[src/hdl/bmi_pkg.sv]
`default_nettype none
package bmi_pkg;

  // inversion mode, decided when an item is accepted
  typedef enum logic [1:0] {
    MODE_FULL,
    MODE_SLAB,
    MODE_DIAG,
    MODE_NONE
  } mode_e;

  // periodicity codes
  localparam logic [2:0] PER_NONE    = 3'd0;
  localparam logic [2:0] PER_LINE    = 3'd1;
  localparam logic [2:0] PER_SLAB    = 3'd2;
  localparam logic [2:0] PER_FULL    = 3'd3;
  localparam logic [2:0] PER_CLUSTER = 3'd4;
  localparam logic [2:0] PER_RESET   = PER_FULL;

  // determinant output format
  localparam int DET_W    = 64;
  localparam int DET_FRAC = 24;

  // matrix entry indexes, row major
  localparam logic [3:0] E11 = 4'd0;
  localparam logic [3:0] E12 = 4'd1;
  localparam logic [3:0] E13 = 4'd2;
  localparam logic [3:0] E21 = 4'd3;
  localparam logic [3:0] E22 = 4'd4;
  localparam logic [3:0] E23 = 4'd5;
  localparam logic [3:0] E31 = 4'd6;
  localparam logic [3:0] E32 = 4'd7;
  localparam logic [3:0] E33 = 4'd8;
  localparam int         N_ENTRY    = 9;
  localparam logic [3:0] LAST_ENTRY = E33;

  // multiply operand sources and destinations
  typedef enum logic [1:0] {
    BSRC_M,
    BSRC_NUM,
    BSRC_TMP
  } bsrc_e;

  typedef enum logic [1:0] {
    DST_NUM,
    DST_TMP,
    DST_DET
  } dst_e;

  // one multiply-accumulate step of the back end
  typedef struct packed {
    logic [3:0] a;
    bsrc_e      bsrc;
    logic [3:0] b;
    logic       sub;
    logic       first;
    logic       last;
    dst_e       dst;
    logic [3:0] k;
  } mop_t;

  // queue head status seen by the back end
  typedef struct packed {
    logic  valid;
    mode_e mode;
  } item_ctl_t;

  localparam logic [4:0] COF_OPS   = 5'd18;
  localparam logic [4:0] LAST_FULL = 5'd20;
  localparam logic [4:0] LAST_SLAB = 5'd2;
  localparam logic [4:0] LAST_DIAG = 5'd1;

  // cofactor k = a*b - c*d
  localparam logic [3:0] COF_IDX [9][4] = '{
    '{E22, E33, E23, E32},
    '{E13, E32, E12, E33},
    '{E12, E23, E13, E22},
    '{E23, E31, E21, E33},
    '{E11, E33, E13, E31},
    '{E13, E21, E11, E23},
    '{E21, E32, E22, E31},
    '{E12, E31, E11, E32},
    '{E11, E22, E12, E21}
  };

  // determinant as expansion along the first row
  localparam logic [3:0] DET_A [3] = '{E11, E12, E13};
  localparam logic [3:0] DET_B [3] = '{E11, E21, E31};

  function automatic mop_t get_op(mode_e mode, logic [4:0] step);
    mop_t       op;
    logic [3:0] k;
    logic [1:0] j;
    op = '0;
    k  = step[4:1];
    j  = 2'(step - COF_OPS);
    case (mode)
      MODE_FULL: begin
        if (step < COF_OPS) begin
          op.bsrc = BSRC_M;
          op.k    = k;
          op.dst  = DST_NUM;
          if (!step[0]) begin
            op.a     = COF_IDX[k][0];
            op.b     = COF_IDX[k][1];
            op.first = 1'b1;
          end else begin
            op.a    = COF_IDX[k][2];
            op.b    = COF_IDX[k][3];
            op.sub  = 1'b1;
            op.last = 1'b1;
          end
        end else begin
          op.a     = DET_A[j];
          op.bsrc  = BSRC_NUM;
          op.b     = DET_B[j];
          op.first = (j == 2'd0);
          op.last  = (j == 2'd2);
          op.dst   = DST_DET;
        end
      end
      MODE_SLAB: begin
        case (step)
          5'd0: begin
            op.a = E11; op.bsrc = BSRC_M; op.b = E22; op.first = 1'b1;
          end
          5'd1: begin
            op.a = E12; op.bsrc = BSRC_M; op.b = E21; op.sub = 1'b1;
            op.last = 1'b1; op.dst = DST_TMP;
          end
          default: begin
            op.a = E33; op.bsrc = BSRC_TMP; op.first = 1'b1;
            op.last = 1'b1; op.dst = DST_DET;
          end
        endcase
      end
      MODE_DIAG: begin
        if (step == 5'd0) begin
          op.a = E11; op.bsrc = BSRC_M; op.b = E22; op.first = 1'b1;
          op.last = 1'b1; op.dst = DST_TMP;
        end else begin
          op.a = E33; op.bsrc = BSRC_TMP; op.first = 1'b1;
          op.last = 1'b1; op.dst = DST_DET;
        end
      end
      default: op = '0;
    endcase
    return op;
  endfunction

  function automatic logic [4:0] last_step(mode_e mode);
    case (mode)
      MODE_FULL: return LAST_FULL;
      MODE_SLAB: return LAST_SLAB;
      default:   return LAST_DIAG;
    endcase
  endfunction

  // matrix entry that feeds the numerator or denominator of entry k
  function automatic logic [3:0] div_src(mode_e mode, logic [3:0] k);
    if (mode == MODE_SLAB) begin
      case (k)
        E11:     return E22;
        E22:     return E11;
        default: return k;
      endcase
    end
    return k;
  endfunction

endpackage
`default_nettype wire

[src/hdl/bmi_front.sv]
`default_nettype none
module bmi_front #(
  parameter int DW = 32
) (
  input  wire logic                     clk_i,
  input  wire logic                     rst_ni,
  input  wire logic                     start,
  output logic                          busy,
  input  wire logic signed [DW-1:0]     m_i [9],
  input  wire logic                     cfg_we_i,
  input  wire logic [2:0]               cfg_wdata_i,
  input  wire logic                     pop_i,
  output bmi_pkg::item_ctl_t            ctl_o,
  output logic [9*DW-1:0]               item_o
);

  localparam logic [1:0] DEPTH = 2'd2;

  logic [2:0]            per_q;
  logic [9*DW-1:0]       data_q [2];
  bmi_pkg::mode_e        mode_q [2];
  logic                  wr_ptr_q, rd_ptr_q;
  logic [1:0]            cnt_q;
  logic                  push;
  logic [9*DW-1:0]       packed_m;
  bmi_pkg::mode_e        mode_cls;

  // classify the item by the periodicity register
  always_comb begin
    case (per_q)
      bmi_pkg::PER_FULL:    mode_cls = bmi_pkg::MODE_FULL;
      bmi_pkg::PER_SLAB:    mode_cls = bmi_pkg::MODE_SLAB;
      bmi_pkg::PER_NONE,
      bmi_pkg::PER_LINE,
      bmi_pkg::PER_CLUSTER: mode_cls = bmi_pkg::MODE_DIAG;
      default:              mode_cls = bmi_pkg::MODE_NONE;
    endcase
  end

  // pack the nine entries
  always_comb begin
    for (int i = 0; i < 9; i++) begin
      packed_m[i*DW +: DW] = m_i[i];
    end
  end

  assign busy  = (cnt_q == DEPTH);
  assign push  = start && !busy;
  assign ctl_o = '{valid: (cnt_q != 2'd0), mode: mode_q[rd_ptr_q]};
  assign item_o = data_q[rd_ptr_q];

  // config register and queue pointers
  always_ff @(posedge clk_i or negedge rst_ni) begin
    if (!rst_ni) begin
      per_q    <= bmi_pkg::PER_RESET;
      wr_ptr_q <= 1'b0;
      rd_ptr_q <= 1'b0;
      cnt_q    <= 2'd0;
    end else begin
      if (cfg_we_i) begin
        per_q <= cfg_wdata_i;
      end
      if (push) begin
        wr_ptr_q <= ~wr_ptr_q;
      end
      if (pop_i) begin
        rd_ptr_q <= ~rd_ptr_q;
      end
      cnt_q <= cnt_q + 2'(push) - 2'(pop_i);
    end
  end

  // queue storage
  always_ff @(posedge clk_i) begin
    if (push) begin
      data_q[wr_ptr_q] <= packed_m;
      mode_q[wr_ptr_q] <= mode_cls;
    end
  end

  a_pop_nonempty: assert property (@(posedge clk_i) disable iff (!rst_ni)
    pop_i |-> (cnt_q != 2'd0))
    else $error("queue popped while empty");

endmodule
`default_nettype wire

[config.mk]
export PLATFORM = sky130hd
export DESIGN_NAME = bmi_front
export DESIGN_NICKNAME = d
export VERILOG_FILES = /design/src/hdl/bmi_pkg.sv /design/src/hdl/bmi_front.sv
export SDC_FILE = /design/constraint.sdc
export NUM_CORES = 1
export LEC_CHECK = 0
export BUFFER_PORTS_ARGS = -buffer_cell sky130_fd_sc_hd__buf_2
export CORE_ASPECT_RATIO = 0.75
export CORE_MARGIN = 2
export CORE_UTILIZATION = 45
export CTS_BUF_LIST = sky130_fd_sc_hd__clkbuf_8
export DETAILED_ROUTE_END_ITERATION = 8
export GPL_TIMING_DRIVEN = 0
export PLACE_DENSITY = 0.7
export SLEW_MARGIN = 30
export SYNTH_ARGS = -nofsm -noshare
export SYNTH_HDL_FRONTEND = slang
export SYNTH_SLANG_ARGS = --single-unit
[constraint.sdc]
create_clock -name clk_i -period 14.78 [get_ports clk_i]
set_input_delay 0 -clock clk_i [delete_from_list [all_inputs] [get_ports clk_i]]
set_output_delay 0 -clock clk_i [all_outputs]
set_load 0.02 [all_outputs]
-- After elaboration in Yosys (flattened, before gate mapping)
Memory sizes are Yosys's and may differ from the RTL's.
Index checks and enable logic that the tools add are counted.
- register bits: 7
- latch bits: 0
- RAM bits: 580
- ROM bits: 0
- bits of input ports: 296
- output and inout port bits: 292
- word-level logic and storage cells: 23
- memories kept: 2
- $add $sub $neg: 2
- $mul: 0
- divide/modulo/power cells: 0
- order comparisons: 0
- equality and inequality tests: 5
- shifts and indexed selects: 0
- multiplexer cells: 3
- bitwise logic cells: 2
- reduce and logical (&&, ||, !) cells: 5
- memory list (name ; words ; width ; read ports ; clocked after memory_dff ; wr ports ; RTL line ; RTL):
    data_q ; 2 ; 288 ; 1 ; 0 ; 1 ; bmi_front.sv:20 ; logic [9*DW-1:0] data_q [2];
    mode_q ; 2 ; 2 ; 1 ; 0 ; 1 ; bmi_front.sv:21 ; bmi_pkg::mode_e mode_q [2];
- operator list (operator ; count):
    3-bit by 2-bit == test with 1-bit output, second input constant ; 2
    2-bit one-hot mux with 3 select lines ; 1
    3-bit by 1-bit == test with 1-bit output, second input constant ; 1
    3-bit == test, second input constant ; 1
    3-bit zero test ; 1
    3-bit OR reduction ; 1
    2-bit by 1-bit adder with 2-bit output ; 1
    2-bit == test, second input constant ; 1
    1-bit two-way mux ; 2
    1-bit inverter ; 2
    2-bit nonzero test ; 1
    2-bit by 1-bit subtractor with 2-bit output ; 1
    1-bit logical AND ; 1
    1-bit zero test ; 1

-- Longest topological paths before layout
- depth after elaboration: 5
- gate-level depth with buffers: 7
- mapped depth without buffers: 7

-- Worst setup path before layout
OpenSTA, ideal clock, no wires.
- path kind: register -> register
- start point: register cnt_q[1]
- end point: memory data_q[0][0] (netlist name) (enable)
- setup time: 947 ps
- arrival time: 12596 ps
- data required time: 13833 ps
- setup slack: 1237 ps
- cell stages (with the launch flop): 4
- buffers on the path: 0
- clock period less this slack: 13543 ps
- cell sequence: dfrtp_1 -> nand2b_1 -> nand2_1 -> nor2_1
- longest elaborated chain between the ends: 5
- RTL lines (item ; RTL line ; RTL):
    start, declared ; bmi_front.sv:23 ; logic [1:0] cnt_q;
    start signal, assigned ; bmi_front.sv:69 ; cnt_q <= cnt_q + 2'(push) - 2'(pop_i);
    2-bit == test ; bmi_front.sv:47 ; assign busy = (cnt_q == DEPTH);
    1-bit zero test ; bmi_front.sv:48 ; assign push = start && !busy;
    1-bit logical AND ; bmi_front.sv:48 ;
    1-bit two-way mux ; bmi_front.sv:75 ; if (push) begin
    1-bit two-way mux (not written as such) ; bmi_front.sv:76 ; data_q[wr_ptr_q] <= packed_m;
    end, declared ; bmi_front.sv:20 ;
Every way passes these cells.

-- Worst setup path after layout
- start point: register cnt_q[1]
- end point: memory data_q[0][53] (netlist name) (enable)
Same word-level chain as after synthesis.

==> reports/metrics.csv <==
stage,metric,value,unit
setup_path,r2r_end,data_q[0][53],
status,status,"complete, no violations",
setup_path,crit_arrival,2.65,ns
setup_path,path_max_fanout,20,
placed_design,placedCellCount,2176,
layout,regArea,17600,sq um
layout,finish.net_count,2306,
die,die_w,256,um
placed_design,port_buffers,587,
setup_path,required,15.13,ns
setup_path,slowest_stage,dfrtp_1,
die,die_y,193,um
global_routing,grt_usage,21.9,%
power,power_frac_seq,40.4,%
die,io_pins,588,
global_routing,antenna_found_initial,14,
layout,syn2layout_area_growth,46.1,%
cts,clockBufferDepth,3,
cts,htreeDepth,3,
setup_path,reg2reg_slack,12.48,ns
timing,hold_violations,0,
routing,routed_wl,56300,um
layout,drive_gt1_share,50.9,%
timing,tightest_slew,0.374,ns
synthesis,syn_inst,927,
synthesis,yosys_warnings,0,
timing,relSlewSlack,75.0,%
setup_path,cp_num_buf_inv,6,
cts,numCtsBuffers,88,
setup_path,rr_startpoint,cnt_q[1],
hold_path,hold_class,in2reg,
cts,cts_tree,done,
routing,firstDrtPassIters,7,
layout,layout_common_cells,"buf_2 (587), edfxtp_1 (580), dlygate4sd3_1 (381)",
cts,cts_root_buf,clkbuf_8,
timing,timing.final.max_slew_violations,0,
cts,postCtsResizedCells,0,
die,core,47200,sq um
layout,final_common_cell,buf_2,
power,internal_power,3.83,mW
power,p_clk_share,21.9,%
setup_path,start_kind,flop,
hold_path,hold_start,m_i[109],
global_routing,use_met1,23.7,%
cts,cts.sinks,587,
setup_path,cpPeakStageDelay,0.40,ns
global_routing,overflow,0,
hold_path,whs_endpoint,data_q[1][173],
routing,antenna_left,0,
layout,multi_input_area,3420,sq um
cts,clk_pin_slew,0.07,ns
synthesis,syn_area,21400,sq um
global_routing,grt_pass1_wl,81000,um
power,powerDensity,186,nW/um^2
routing,drc_errors,0,
placed_design,hpwl,34900,um
power,p_comb_share,37.7,%
routing,viasPerCell,4.81,
power,p_sw,1.98,mW
synthesis,avgSynthCellArea,23.1,sq um
synthesis,synth-seq-area-share,82.1,%
synthesis,synth_nets,1225,
timing,skew,0.0285,ns
power,netSwitchingFraction,34.1,%
routing,drt_iter0_markers,725,
cts,clock_latency,0.66,ns
global_routing,grt_pass1_vias,14010,
global_routing,use_met2,38.4,%
setup_path,crit_chain,"nand2b_1, nand2_1, nor2_4, buf_16, buf_16, buf_16, buf_16, buf_16, buf_16",
run,cap_viol_max_count,0,
die,num_rows,69,
placed_design,place_congestion,0.801,
timing,fmax,435,MHz
timing,finalCritPeriodShare,15.5,%
layout,post_layout_nonfiller_instances,2725,
global_routing,grt_max_degree,47,
hold_path,min_path_cells,2,
timing,rsz0062_at_grt,false,
setup_path,crit_top_cell,buf_16,
setup_path,critPathTopFamily,buffers and inverters,
setup_path,critPathCaptureType,flop,
routing,wire_per_inst,20.7,um
routing,vias,13115,
synthesis,ys_ff_latch,587,
power,power.leakage,12.0,nW
timing,setup_viol,0,
global_routing,grt_use_met3,8.14,%
layout,fill_cells,3021,
die,dieArea,49400,sq um
global_routing,grt_busiest_layer,met2,
setup_path,reg2reg_depth,9,
synthesis,synth.distinct_cells,15,
power,ir_drop,0.127,mV
timing,fin_crit,2.30,ns
timing,timing.hold.ws,0.0515,ns
setup_path,worstSetupPathType,reg2reg,
die,initial_core_util,45.4,%
[routing by layer]
| metal | part of all wire [%] | wire length (um) |
|---|---|---|
| met1 | 36 | 20200 |
| met2 | 51 | 28900 |
| met3 | 8.9 | 5030 |
| met4 | 3.8 | 2160 |
| met5 | 0.048 | 27 |
[metrics by stage]
| stage | cell area [sq um] | util (%) | power (mW) | TNS (ns) | setup WS [ns] |
|---|---|---|---|---|---|
| after global placement | 25200 | 53.3 | 4.58 | -1648.54 | -5.70 |
| after floorplan | 21400 | - | 3.84 | 0 | 1.24 |
| after CTS | 31300 | 66.2 | 5.82 | 0 | 12.44 |
| after global routing | 31300 | 66.3 | 6.05 | 0 | 12.31 |
| final | 31300 | 66.3 | 5.81 | 0 | 12.48 |
| after detailed placement | 25800 | 54.6 | 4.47 | 0 | 12.47 |
[cells by family (layout without fill, tap and decap cells)]
family,count (synthesis),after routing,share of synthesized area (%)
xor gates and xnor gates,4,4,0.164
adders and majority gates,2,2,0.117
buffers and inverters,34,1181,2.02
DFF,587,587,82.1
muxes,294,294,15.4
other,0,12,0
and+or+nand+nor,6,6,0.152
[power by group through the flow]
stage	clock, mW	combinational, mW	sequential, mW
5_1_grt	1.37	2.31	2.38
4_1_cts	1.29	2.18	2.34
3_5_place_dp	0	2.09	2.38
6_report	1.27	2.19	2.35
2_1_floorplan	0	1.31	2.52
3_3_place_gp	0	1.94	2.64
[cell usage after synthesis]
| cell type | instances | area share [%] |
|---|---|---|
| edfxtp_1 | 580 | 81 |
| mux2_2 | 294 | 15 |
| clkbuf_8 | 26 | 1.7 |
| buf_6 | 6 | 0.32 |
| dfrtp_1 | 5 | 0.58 |
| xnor2_1 | 3 | 0.12 |
| dfstp_2 | 2 | 0.25 |
| ha_1 | 2 | 0.12 |
| inv_1 | 2 | 0.035 |
| nand2b_1 | 2 | 0.058 |
| and3_1 | 1 | 0.029 |
| nand2_1 | 1 | 0.017 |
| nor2_1 | 1 | 0.017 |
| or2_2 | 1 | 0.029 |
| xor2_1 | 1 | 0.041 |
[what timing repair did]
item                                   in CTS  in global routing
buffers inserted                            0                  0
setup endpoints to repair                   0                  0
endpoints found under the hold margin     616                  0
hold buffers                              381                  0
[worst max path at each step]
| stage | to | cells past startpoint | from |
|---|---|---|---|
| after CTS | data_q[0][95] | 9 | cnt_q[1] |
| after global placement | data_q[0][220] | 3 | cnt_q[1] |
| final | data_q[0][53] | 9 | cnt_q[1] |
| after global routing | data_q[0][65] | 9 | cnt_q[1] |
| after floorplan | data_q[0][0] | 3 | cnt_q[1] |
| after detailed placement | data_q[0][57] | 9 | cnt_q[1] |
[sequential cells by signal, summed over array words and instances, names as in the netlist]
| name | cells |
|---|---|
| wr_ptr_q | 1 |
| rd_ptr_q | 1 |
| per_q | 3 |
| mode_q | 4 |
| cnt_q | 2 |
| data_q | 576 |
[cell type report]
type                            count  share of cell area (%)
Multi-Input combinational cell    306                    10.9
Sequential cell                   587                    56.2
Timing Repair Buffer              991                    23.5
Clock inverter                     64                    1.26
Inverter                            2                  0.0240
Tap cell                          639                    2.55
Buffer                             32                    1.36
Antenna cell                       12                  0.0959
Clock buffer                       92                    4.04
(Power assumes the default switching activity.)
